`src/design/mcst_pkg.sv`:
```
`timescale 1ns / 1ps
package mcst_pkg;
    typedef enum logic [3:0] {
        OP_TICK = 4'd0, OP_SERVICE = 4'd1, OP_CREATE = 4'd2, OP_DELETE = 4'd3,
        OP_PAUSE = 4'd4, OP_RESUME = 4'd5, OP_SET_REPEAT = 4'd6, OP_SET_PERIOD = 4'd7,
        OP_READY = 4'd8, OP_RESET = 4'd9, OP_READ_TIME = 4'd10
    } t_op;

    typedef enum logic [2:0] {
        ST_DONE = 3'd0, ST_FIRED = 3'd1, ST_DISABLED = 3'd2,
        ST_NO_FREE = 3'd3, ST_NOT_ALLOC = 3'd4
    } t_status;

    localparam logic [31:0] NO_TIMER_READY = 32'hFFFF_FFFF;
    localparam logic [31:0] REPEAT_FOREVER = 32'hFFFF_FFFF;

    // Per-channel evaluation handed from the compare unit to the sequencer.
    typedef struct packed {
        logic        due;
        logic [31:0] remain;
    } t_eval;
endpackage

```
`src/design/multi_channel_soft_timer.sv`:
```
`timescale 1ns / 1ps
// Multi-channel soft timer bank.
// Commands enter on start with i_operation, i_channel, i_amount and
// i_repeat_value; an item is taken when start is high and busy is low.
// Every command gives one or more result beats, each shown for exactly one
// cycle with o_valid high; o_last marks the final beat of a command.
// Simple commands (tick, create, delete, pause, resume, set, ready, reset,
// read time) read the channel's table entries from the registered-read
// memories, then update, then present the beat.
// Create searches the allocation bits with a combinational priority encoder.
// A service pass visits the channels one per cycle through a single
// elapsed-versus-period compare unit, issuing each memory read one channel
// ahead of the visit. Fired channels produce a beat in the cycle after
// they are visited; the least remaining time is accumulated in the same
// pass and reported on the closing beat.
// i_cfg_we writes service_enable at any edge; write it only while idle.
// Reset clears the time, the allocation and pause bits and service_enable;
// the period, last-run and repeat memories are not cleared and need no sweep.
// The receiver cannot stall, so beats are never held back.
module multi_channel_soft_timer #(
    parameter int NUM_CHANNELS = 16
) (
    input  logic        i_clk,
    input  logic        i_rst_n,
    input  logic        start,
    output logic        busy,
    input  logic        i_cfg_we,
    input  logic        i_cfg_wdata,
    input  logic [3:0]  i_operation,
    input  logic [3:0]  i_channel,
    input  logic [31:0] i_amount,
    input  logic signed [31:0] i_repeat_value,
    output logic        o_valid,
    output logic [2:0]  o_status,
    output logic [3:0]  o_channel_out,
    output logic [31:0] o_result_value,
    output logic        o_last
);
    import mcst_pkg::*;

    localparam int AW = (NUM_CHANNELS > 1) ? $clog2(NUM_CHANNELS) : 1;
    localparam int CW = $clog2(NUM_CHANNELS + 1);

    typedef enum logic [2:0] {
        S_IDLE, S_READ, S_EXEC, S_SCAN, S_FINISH
    } t_state;

    t_state r_state;
    logic        r_enable;
    logic [31:0] r_now;
    logic [NUM_CHANNELS-1:0] r_alloc, r_paused;
    logic [3:0]  r_op, r_ch;
    logic [31:0] r_amount, r_rep;
    logic [CW-1:0] r_idx;       // channel whose memory read is issued
    logic [AW-1:0] r_vis;       // channel being visited in the scan
    logic        r_vis_ok;
    logic [31:0] r_best;
    logic        r_valid, r_last;
    logic [2:0]  r_status;
    logic [3:0]  r_chout;
    logic [31:0] r_value;

    // Memories: period, last run time, repeats left.
    logic          per_we, lrt_we, rep_we;
    logic [AW-1:0] per_wa, lrt_wa, rep_wa, rd_addr;
    logic [31:0]   per_wd, lrt_wd, rep_wd;
    logic [31:0]   per_rd, lrt_rd, rep_rd;

    mcst_ram #(.WIDTH(32), .DEPTH(NUM_CHANNELS)) u_per (
        .i_clk(i_clk), .i_we(per_we), .i_waddr(per_wa), .i_wdata(per_wd),
        .i_raddr(rd_addr), .o_rdata(per_rd));
    mcst_ram #(.WIDTH(32), .DEPTH(NUM_CHANNELS)) u_lrt (
        .i_clk(i_clk), .i_we(lrt_we), .i_waddr(lrt_wa), .i_wdata(lrt_wd),
        .i_raddr(rd_addr), .o_rdata(lrt_rd));
    mcst_ram #(.WIDTH(32), .DEPTH(NUM_CHANNELS)) u_rep (
        .i_clk(i_clk), .i_we(rep_we), .i_waddr(rep_wa), .i_wdata(rep_wd),
        .i_raddr(rd_addr), .o_rdata(rep_rd));

    t_eval ev;
    mcst_eval u_eval (.i_now(r_now), .i_last_run(lrt_rd), .i_period(per_rd),
        .o_eval(ev));

    // Lowest free slot.
    logic          free_found;
    logic [AW-1:0] free_idx;
    always_comb begin
        free_found = 1'b0;
        free_idx   = '0;
        for (int i = NUM_CHANNELS - 1; i >= 0; i--) begin
            if (!r_alloc[i]) begin
                free_found = 1'b1;
                free_idx   = AW'(i);
            end
        end
    end

    logic ch_ok;
    assign ch_ok = ({28'd0, r_ch} < 32'(NUM_CHANNELS)) && r_alloc[r_ch[AW-1:0]];
    assign rd_addr = (r_state == S_IDLE) ? i_channel[AW-1:0] : r_idx[AW-1:0];

    // Scan step for the visited channel.
    logic        v_act, v_due, v_fire, v_free;
    logic [31:0] v_rep_new;
    always_comb begin
        v_act     = r_vis_ok && r_alloc[r_vis] && !r_paused[r_vis];
        v_due     = v_act && ev.due;
        v_rep_new = (v_due && rep_rd != 32'd0 && !rep_rd[31]) ? rep_rd - 32'd1 : rep_rd;
        v_fire    = v_due && (rep_rd != 32'd0);
        v_free    = v_act && (v_rep_new == 32'd0);
    end

    // Remaining time after a due channel restarts is its full period.
    logic [31:0] v_remain;
    assign v_remain = v_due ? per_rd : ev.remain;

    always_comb begin
        per_we = 1'b0; lrt_we = 1'b0; rep_we = 1'b0;
        per_wa = r_ch[AW-1:0]; lrt_wa = r_ch[AW-1:0]; rep_wa = r_ch[AW-1:0];
        per_wd = r_amount; lrt_wd = r_now; rep_wd = r_rep;
        if (r_state == S_EXEC) begin
            if (r_op == OP_CREATE) begin
                per_wa = free_idx; lrt_wa = free_idx; rep_wa = free_idx;
                rep_wd = REPEAT_FOREVER;
                per_we = free_found; lrt_we = free_found; rep_we = free_found;
            end else if (ch_ok) begin
                unique case (r_op)
                    OP_SET_REPEAT: rep_we = 1'b1;
                    OP_SET_PERIOD: per_we = 1'b1;
                    OP_READY: begin
                        lrt_we = 1'b1;
                        lrt_wd = r_now - per_rd - 32'd1;
                    end
                    OP_RESET: lrt_we = 1'b1;
                    default: ;
                endcase
            end
        end else if (r_state == S_SCAN) begin
            lrt_wa = r_vis; rep_wa = r_vis;
            lrt_we = v_due; rep_we = v_due;
            rep_wd = v_rep_new;
        end
    end

    always_ff @(posedge i_clk) begin
        if (!i_rst_n) begin
            r_state  <= S_IDLE;
            r_enable <= 1'b0;
            r_now    <= '0;
            r_alloc  <= '0;
            r_paused <= '0;
            r_valid  <= 1'b0;
            r_vis_ok <= 1'b0;
        end else begin
            r_valid <= 1'b0;
            if (i_cfg_we) begin
                r_enable <= i_cfg_wdata;
            end
            unique case (r_state)
                S_IDLE: begin
                    if (start) begin
                        r_op     <= i_operation;
                        r_ch     <= i_channel;
                        r_amount <= i_amount;
                        r_rep    <= i_repeat_value;
                        // A service pass starts its reads at channel zero.
                        r_idx    <= (i_operation == OP_SERVICE) ? '0
                                                                : CW'(i_channel[AW-1:0]);
                        r_state  <= S_READ;
                    end
                end
                S_READ: begin
                    // Memory data for r_ch is now available.
                    if (r_op == OP_SERVICE && r_enable) begin
                        r_idx    <= CW'(1);
                        r_vis    <= '0;
                        r_vis_ok <= 1'b1;
                        r_best   <= NO_TIMER_READY;
                        r_state  <= S_SCAN;
                    end else begin
                        r_state <= S_EXEC;
                    end
                end
                S_EXEC: begin
                    r_valid  <= 1'b1;
                    r_last   <= 1'b1;
                    r_status <= ST_DONE;
                    r_chout  <= 4'd0;
                    r_value  <= 32'd0;
                    r_state  <= S_IDLE;
                    case (r_op) inside
                        OP_TICK:      r_now <= r_now + r_amount;
                        OP_SERVICE: begin
                            r_status <= ST_DISABLED;
                            r_value  <= NO_TIMER_READY;
                        end
                        OP_CREATE: begin
                            if (free_found) begin
                                r_alloc[free_idx]  <= 1'b1;
                                r_paused[free_idx] <= 1'b0;
                                r_chout            <= 4'(free_idx);
                            end else begin
                                r_status <= ST_NO_FREE;
                            end
                        end
                        OP_READ_TIME: r_value <= r_now;
                        OP_DELETE, OP_PAUSE, OP_RESUME, OP_SET_REPEAT,
                        OP_SET_PERIOD, OP_READY, OP_RESET: begin
                            r_chout <= r_ch;
                            if (!ch_ok) begin
                                r_status <= ST_NOT_ALLOC;
                            end else if (r_op == OP_DELETE) begin
                                r_alloc[r_ch[AW-1:0]] <= 1'b0;
                            end else if (r_op == OP_PAUSE) begin
                                r_paused[r_ch[AW-1:0]] <= 1'b1;
                            end else if (r_op == OP_RESUME) begin
                                r_paused[r_ch[AW-1:0]] <= 1'b0;
                            end
                        end
                        default: ;
                    endcase
                end
                S_SCAN: begin
                    if (v_free) begin
                        r_alloc[r_vis] <= 1'b0;
                    end
                    if (v_act && !v_free && v_remain < r_best) begin
                        r_best <= v_remain;
                    end
                    if (v_fire) begin
                        r_valid  <= 1'b1;
                        r_last   <= 1'b0;
                        r_status <= ST_FIRED;
                        r_chout  <= 4'(r_vis);
                        r_value  <= 32'd0;
                    end
                    if (r_idx == CW'(NUM_CHANNELS)) begin
                        r_vis_ok <= 1'b0;
                        r_state  <= S_FINISH;
                    end else begin
                        r_vis <= r_idx[AW-1:0];
                        r_idx <= r_idx + CW'(1);
                    end
                end
                S_FINISH: begin
                    r_valid  <= 1'b1;
                    r_last   <= 1'b1;
                    r_status <= ST_DONE;
                    r_chout  <= 4'd0;
                    r_value  <= r_best;
                    r_state  <= S_IDLE;
                end
                default: r_state <= S_IDLE;
            endcase
        end
    end

    assign busy           = (r_state != S_IDLE);
    assign o_valid        = r_valid;
    assign o_status       = r_status;
    assign o_channel_out  = r_chout;
    assign o_result_value = r_value;
    assign o_last         = r_last;
endmodule

```
`src/design/mcst_ram.sv`:
```
`timescale 1ns / 1ps
module mcst_ram #(
    parameter int WIDTH = 32,
    parameter int DEPTH = 16
) (
    input  logic                     i_clk,
    input  logic                     i_we,
    input  logic [$clog2(DEPTH)-1:0] i_waddr,
    input  logic [WIDTH-1:0]         i_wdata,
    input  logic [$clog2(DEPTH)-1:0] i_raddr,
    output logic [WIDTH-1:0]         o_rdata
);
    logic [WIDTH-1:0] r_mem [DEPTH];

    always_ff @(posedge i_clk) begin
        if (i_we) begin
            r_mem[i_waddr] <= i_wdata;
        end
        o_rdata <= r_mem[i_raddr];
    end
endmodule

```
`src/design/mcst_eval.sv`:
```
`timescale 1ns / 1ps
// Shared compare unit: elapsed time against period for one channel.
module mcst_eval (
    input  logic [31:0]  i_now,
    input  logic [31:0]  i_last_run,
    input  logic [31:0]  i_period,
    output mcst_pkg::t_eval o_eval
);
    import mcst_pkg::*;
    logic [31:0] elapsed;

    always_comb begin
        elapsed       = i_now - i_last_run;
        o_eval.due    = (elapsed >= i_period);
        o_eval.remain = o_eval.due ? 32'd0 : (i_period - elapsed);
    end
endmodule

```
`config.mk`:
```
export PLATFORM = sky130hd
export DESIGN_NAME = multi_channel_soft_timer
export DESIGN_NICKNAME = d
export VERILOG_FILES = /design/src/design/mcst_pkg.sv /design/src/design/multi_channel_soft_timer.sv /design/src/design/mcst_ram.sv /design/src/design/mcst_eval.sv
export SDC_FILE = /design/constraint.sdc
export NUM_CORES = 2
export LEC_CHECK = 0
export BUFFER_PORTS_ARGS = -buffer_cell sky130_fd_sc_hd__buf_2
export CORE_ASPECT_RATIO = 2
export CORE_MARGIN = 1.5
export CORE_UTILIZATION = 63
export CTS_CLUSTER_SIZE = 16
export DETAILED_ROUTE_END_ITERATION = 16
export PLACE_DENSITY_LB_ADDON = 0.08
export SLEW_MARGIN = 5
export SYNTH_ARGS = -nofsm -noshare
export SYNTH_HDL_FRONTEND = slang
export SYNTH_SLANG_ARGS = --single-unit
```
`constraint.sdc`:
```
create_clock -name i_clk -period 10.45 [get_ports i_clk]
set_input_delay 1.045 -clock i_clk [delete_from_list [all_inputs] [get_ports i_clk]]
set_output_delay 1.045 -clock i_clk [all_outputs]
set_load 0.02 [all_outputs]
```
# Yosys cells after proc, flatten, opt, wreduce, memory -nomap -nowiden
# Memory sizes are Yosys's and may differ from the RTL's. A register that Yosys moved wholly into a read port is not among the register bits.
# Index checks and enable logic that the tools add are counted.
# op_classes
add_sub_neg,7
magnitude_cmp,8
eq_ne,33
muxes,141
bitwise_logic,11
reduce_logical,42
# op_table
operator,n
two-way mux 32 bit,17
two-way mux 16 bit,17
two-way mux 4 bit,31
one-hot mux 32 bit (3 select lines),1
subtractor 32 bit,3
AND 16 bit,4
one-hot mux 32 bit (2 select lines),1
subtractor 32 x 1 -> 32 bit (second input constant),2
NOT 16 bit,3
two-way mux 1 bit,46
adder 32 bit,1
>= comparator 32 bit,1
logical NOT 32 bit,1
< comparator 32 bit,1
bitwise OR 16 bit,2
one-hot mux 16 bit (2 select lines),1
nonzero test 32 bit,1
two-way mux 3 bit,9
inequality test 2 bit (second input constant),10
one-hot mux 3 bit (3 select lines),2
AND reduction 9 bit,2
== test 4 x 3 -> 1 bit (second input constant),4
< comparator 4 x 5 -> 1 bit (second input constant),3
two-way mux 5 bit,3
other kinds (33),76
# word_totals
reg_bits,223
ram_bits,1536
out_inout_bits,42
memories,3
# memory_table
name,words,width,read_ports,rd_ports_with_merged_regs,write_ports,line,rtl
u_lrt.r_mem,16,32,1,1,1,mcst_ram.sv:13,logic [WIDTH-1:0] r_mem [DEPTH];
u_per.r_mem,16,32,1,1,1,mcst_ram.sv:13,
u_rep.r_mem,16,32,1,1,1,mcst_ram.sv:13,

# Logic depth before layout (Yosys ltp)
# depth
ltp_word,26
mapped_depth,40
depth_no_buf,38

# Modules after synthesis
# Synthesis repeated with hierarchy kept, for this count alone.
# hier_totals
hier_cells,4868
hier_area_um2,78761.8
# modules_own_cells
mod,instances,cells_per_inst,area_each_um2,seq_area_each_um2
mcst_ram,3,838,19835.3,16015.4
multi_channel_soft_timer,1,1835,15663.8,5995.8
mcst_eval,1,519,3592.2,0.0

# Worst setup path after synthesis
# No wires, ideal clock.
# synth_timing
path_kind,reg-to-reg
start,register r_now[1]
end,"register r_best[0], enable pin"
setup_time_ns,0.433
arrival_ns,8.359
setup_slack_ns,1.658
path_stages_with_launch,37
synth_period_minus_slack_ns,8.792
path_cell_list,dfxtp_1 -> ha_1 -> nor2b_1 -> o21ai_0 -> a21boi_0 -> o21a_1 -> o221a_2 -> a21boi_0 -> nor2_1 -> o31ai_1 -> o21bai_1 -> a221o_1 -> a21oi_1 -> xnor2_1 -> ha_1 -> nand4_1 -> nor4_1 -> nand4_1 -> o21ai_1 -> and2_1 -> clkbuf_1 -> clkbuf_1 -> clkbuf_1 -> a31o_2 -> ha_1 -> a21o_1 -> a21o_1 -> a21oi_1 -> nor2b_1 -> o21ai_0 -> nand2b_1 -> a21oi_1 -> nor2b_1 -> o21ai_0 -> and3_1 -> o21ai_0 -> o22ai_1
# synth_between
elab_cells_between_ends,17
classes_between,add/sub (2); order compare (2); eq/ne (1); mux (3); reduce/logical (9)
# synth_rtl
element,line,rtl
from (decl),multi_channel_soft_timer.sv:50,logic [31:0] r_now;
from (signal assigned),multi_channel_soft_timer.sv:191,OP_TICK: r_now <= r_now + r_amount;
subtractor 32 bit *,mcst_eval.sv:13,elapsed = i_now - i_last_run;
subtractor 32 bit or >= comparator 32 bit (tied branches),"mcst_eval.sv:15, mcst_eval.sv:14",
two-way mux 32 bit or logical AND 1 bit (tied branches),"mcst_eval.sv:15, multi_channel_soft_timer.sv:106",
two-way mux 32 bit *,multi_channel_soft_timer.sv:114,assign v_remain = v_due ? per_rd : ev.remain;
via v_remain[17],multi_channel_soft_timer.sv:113,logic [31:0] v_remain;
< comparator 32 bit *,multi_channel_soft_timer.sv:226,if (v_act && !v_free && v_remain < r_best) begin
logical AND 1 bit *,multi_channel_soft_timer.sv:226,
inequality test 2 x 1 -> 1 bit (no source line) *,--,
AND reduction 4 bit (no source line) *,--,
to (signal assigned),multi_channel_soft_timer.sv:227,r_best <= v_remain;
to (decl),multi_channel_soft_timer.sv:57,logic [31:0] r_best;
# Mark *: on every way through the listed nets, which the timed path passes. The rest lies on a longest branch.
# A chain may end at the register's enable or synchronous reset.

# Worst setup path in the final report
# layout_timing
start,register r_now[0]
end,"register r_best[3], enable pin"
# Same word-level chain as after synthesis.

==> metrics.txt <==
# TYPE chip_impl_metric gauge
chip_impl_metric{name="grt_antenna_before_repair",unit=""} 5
chip_impl_metric{name="detailedPlace.worstSlack",unit="ns"} 1.07
chip_impl_metric{name="syn-num-nets",unit=""} 5249
chip_impl_info{name="cts_tree",value="built"} 1
chip_impl_metric{name="worst-r2r-setup-slack",unit="ns"} 1.16
chip_impl_info{name="timing_worst_setup_path_type",value="reg2reg"} 1
chip_impl_metric{name="met1Wirelength",unit="mm"} 71.5
chip_impl_metric{name="ant_nets",unit=""} 0
chip_impl_info{name="rsz0062_at_grt",value="no"} 1
chip_impl_metric{name="die-width",unit="um"} 254
chip_impl_metric{name="dp.final_hpwl",unit="mm"} 141
chip_impl_metric{name="synth_warnings",unit=""} 0
chip_impl_metric{name="numCtsBuffers",unit=""} 155
chip_impl_metric{name="track_usage",unit="%"} 34.5
chip_impl_metric{name="worstPathArrival",unit="ns"} 9.77
chip_impl_metric{name="setup-tns-final",unit="ns"} 0
chip_impl_metric{name="worst_skew_late_latency",unit="ns"} 0.82
chip_impl_metric{name="maxSlewViolCount",unit=""} 0
chip_impl_metric{name="post_cts_resize_count",unit=""} 0
chip_impl_info{name="run_status",value="finished clean"} 1
chip_impl_metric{name="max-clock-path-buffers",unit=""} 3
chip_impl_info{name="hold_start",value="i_repeat_value[30]"} 1
chip_impl_metric{name="final_cell_count_no_fill",unit=""} 6993
chip_impl_metric{name="synth-edff-count",unit=""} 1689
chip_impl_metric{name="vias_per_cell",unit=""} 6.63
chip_impl_metric{name="grt_max_degree",unit=""} 109
chip_impl_info{name="worst_setup_path_end_kind",value="register"} 1
chip_impl_metric{name="row_count",unit=""} 183
chip_impl_metric{name="routed-via-count",unit=""} 46300
chip_impl_metric{name="layout_filler_cell_count",unit=""} 8050
chip_impl_metric{name="placement.io_buffers",unit=""} 118
chip_impl_metric{name="timing.critical_path.slowest_cell_delay",unit="ns"} 0.73
chip_impl_metric{name="clkSlewWorstSetupHoldPaths",unit="ns"} 0.07
chip_impl_metric{name="route.detailed.drc",unit=""} 0
chip_impl_metric{name="dp_cells",unit=""} 6707
chip_impl_metric{name="yosys.cell_types.count",unit=""} 83
chip_impl_info{name="largestRegisters",value="u_lrt.r_mem x512, u_per.r_mem x512, u_rep.r_mem x512"} 1
chip_impl_metric{name="worstHoldPathCells",unit=""} 1
chip_impl_metric{name="initial_core_util",unit="%"} 63.6
chip_impl_info{name="synth_flop_cell",value="sky130_fd_sc_hd__edfxtp_1"} 1
chip_impl_metric{name="peakVddDrop",unit="mV"} 0.202
chip_impl_metric{name="critical_path.max_fanout",unit=""} 32
chip_impl_metric{name="drt_iter0_drc",unit=""} 4137
chip_impl_metric{name="layout-drive-gt1-share",unit="%"} 19.1
chip_impl_metric{name="met3RoutedLength",unit="mm"} 13.3
chip_impl_info{name="critPathLaunchType",value="register"} 1
chip_impl_info{name="regToRegStartpoint",value="r_now[0]"} 1
chip_impl_metric{name="post_synth_instance_area",unit="um^2"} 79100
chip_impl_metric{name="worst_r2r_path_depth",unit=""} 39
chip_impl_metric{name="async_reset_ff_share",unit="%"} 0
chip_impl_metric{name="die_height",unit="um"} 504
chip_impl_metric{name="post-route-period-util",unit="%"} 88.9
chip_impl_metric{name="worstPathRequired",unit="ns"} 10.92
chip_impl_metric{name="fp.dieArea",unit="um^2"} 128000
chip_impl_metric{name="drt_first_pass_iters",unit=""} 8
chip_impl_metric{name="final_area",unit="um^2"} 87800
chip_impl_metric{name="slew-limit-headroom",unit="%"} 13.3
chip_impl_metric{name="p_leak",unit="nW"} 29.3
chip_impl_metric{name="nets",unit=""} 5440
chip_impl_info{name="critPathMostFrequentCell",value="sky130_fd_sc_hd__o21ai_0"} 1
chip_impl_metric{name="hold_viol",unit=""} 0
chip_impl_info{name="min-delay-path-class",value="in2reg"} 1
chip_impl_metric{name="core_area",unit="um^2"} 124000
chip_impl_metric{name="period_minus_slack",unit="ns"} 9.29
chip_impl_metric{name="route.met2.wl",unit="mm"} 114
chip_impl_metric{name="gp_routability_congestion",unit=""} 1.03
chip_impl_metric{name="power_density_over_the_cells",unit="nW/um^2"} 183
chip_impl_metric{name="finalClockSkew",unit="ns"} 0.0427
chip_impl_metric{name="max_cap_viol_count",unit=""} 0
chip_impl_metric{name="achievable-frequency",unit="GHz"} 0.108
chip_impl_metric{name="report.final.setup_viol",unit=""} 0
chip_impl_metric{name="timing_worst_slew_pin_value",unit="ns"} 1.29
chip_impl_metric{name="area_added_between_synthesis_and_finish",unit="%"} 11.0
chip_impl_metric{name="synthCells",unit=""} 5008
chip_impl_info{name="cpMaxStageDelayCell",value="sky130_fd_sc_hd__nor4_1"} 1
chip_impl_info{name="clock-root-buffer",value="sky130_fd_sc_hd__clkbuf_16"} 1
chip_impl_metric{name="setup_ws",unit="ns"} 1.16
chip_impl_metric{name="postRouteWirelength",unit="mm"} 216
chip_impl_metric{name="power",unit="mW"} 16.0
chip_impl_info{name="worst_r2r_endpoint",value="r_best[3]"} 1
chip_impl_metric{name="wire_per_inst",unit="um"} 30.8
chip_impl_metric{name="cts_hold_buffers",unit=""} 0
chip_impl_metric{name="grt_pass1_wl",unit="mm"} 313
chip_impl_metric{name="seq_area_frac_synth",unit="%"} 68.3
chip_impl_metric{name="first_global_vias",unit=""} 47700
chip_impl_info{name="route.top_layer_used",value="met5"} 1
chip_impl_metric{name="clock_sinks",unit=""} 1855
chip_impl_metric{name="placement.cell_area",unit="um^2"} 82600
chip_impl_metric{name="cts.htree.levels",unit=""} 4
chip_impl_metric{name="top_level_ports",unit=""} 119
chip_impl_metric{name="globalRouteOverflowTotal",unit=""} 0
chip_impl_metric{name="cts.repair_timing.setup_buffer_count",unit=""} 0
chip_impl_metric{name="synth.ff_latch_count",unit=""} 1855
chip_impl_info{name="timing.hold.worst_endpoint",value="r_rep[30]"} 1
chip_impl_metric{name="syn_avg_cell_area",unit="um^2"} 15.8
[layout by cell type, fill, tap and decap left out, types with 130 or more instances in the layout]
cell,instances
sky130_fd_sc_hd__edfxtp_1,1689
sky130_fd_sc_hd__nand2_1,397
sky130_fd_sc_hd__mux4_2,389
sky130_fd_sc_hd__a21oi_1,243
sky130_fd_sc_hd__nor2_1,196
sky130_fd_sc_hd__dfxtp_1,166
sky130_fd_sc_hd__inv_1,162
sky130_fd_sc_hd__ha_1,160
sky130_fd_sc_hd__clkbuf_16,159
sky130_fd_sc_hd__buf_4,153
sky130_fd_sc_hd__o21ai_0,139
sky130_fd_sc_hd__a31oi_1,130
[synthesized netlist by cell type, drive strengths merged, types with 9 or more instances]
library cell  number  share of area [%]
xnor2             86               0.95
a221oi            11               0.16
dfxtp            166                4.2
a21boi            10              0.095
and3              24               0.19
a22oi             12               0.11
nand3             78               0.49
nor3b             15               0.14
nand2            398                1.9
nor4              21               0.19
a31oi            130                1.0
nand4             27               0.24
and2             107               0.85
o21ai            152               0.96
or2               23               0.18
mux2i              9               0.11
o211ai            15               0.15
o31ai             16               0.17
or3               20               0.16
a21o              57               0.54
clkbuf           194               0.92
o311ai            12               0.13
buf               52               0.28
nor2             247                1.2
nor2b             30               0.24
edfxtp          1689                 64
nand2b            36               0.28
ha               160                2.5
a211oi           118                1.1
o22ai             36               0.28
xor2              57               0.63
o21a              17               0.16
a21oi            245                1.6
o21bai            17               0.16
inv              163               0.77
mux4             389                 11
nor3              56               0.35
[through the flow]
step / util [%] / hold slack, ns
2_1_floorplan: - / 0.444
3_3_place_gp: 66.5 / 0.439
3_5_place_dp: 66.5 / 0.445
4_1_cts: 70.6 / 0.357
5_1_grt: 70.6 / 0.375
6_report: 70.6 / 0.400
[worst max-delay path by stage]
stage | startpoint | endpoint | slack (ns) | cells after the start
floorplan | r_now[1] | r_best[0] | 1.66 | 36
global placement | r_now[0] | r_best[2] | 1.12 | 39
detailed placement | r_now[0] | r_best[3] | 1.07 | 39
CTS | r_now[0] | r_best[3] | 1.01 | 39
global route | r_now[0] | r_best[22] | 0.43 | 39
finish | r_now[0] | r_best[3] | 1.16 | 39
[cell families after synthesis]
| kind of cell | after synthesis | synth area share (%) |
|---|---|---|
| DFF | 1855 | 68.3 |
| and+or+nand+nor | 1123 | 6.82 |
| AOI/OAI and AO/OA | 910 | 7.37 |
| buffers and inverters | 409 | 1.98 |
| muxes | 404 | 11.3 |
| adders and majority gates | 164 | 2.63 |
| xor gates and xnor gates | 143 | 1.58 |
[cell type report]
type                            instances  area, um^2  share of cell area (%)
Clock inverter                         84         913                    1.04
Antenna cell                            2        5.00                 0.00570
Clock buffer                          200        4210                    4.80
Tap cell                             1665        2080                    2.37
Multi-Input combinational cell       2744       24000                    27.3
Inverter                              163         612                   0.697
Timing Repair Buffer                  280        1920                    2.19
Sequential cell                      1855       54000                    61.6
[layer usage]
metal	track usage [%]	up-vias
met5	0	-
met4	22.5	2
met3	5.12	625
met2	61.1	2129
met1	38.3	23500
li1	-	20100
[power breakdown]
group | total [mW] | switching (mW) | internal, mW
Clock | 5.83 | 2.67 | 3.16
Combinational | 1.88 | 1.13 | 0.753
Sequential | 8.32 | 0.188 | 8.14
Total | 16.0 | 3.98 | 12.0
[worst max-delay path: cells and delay by family, from the launching register on]
family / cells / cell delay, ns
buffers and inverters: 4 / 0.78
and+or+nand+nor: 11 / 2.79
xor gates and xnor gates: 1 / 0.16
AOI/OAI and AO/OA: 19 / 3.72
adders and majority gates: 4 / 1.07
DFF: 1 / 0.43
No activity file was read; power rests on OpenSTA's default activity.
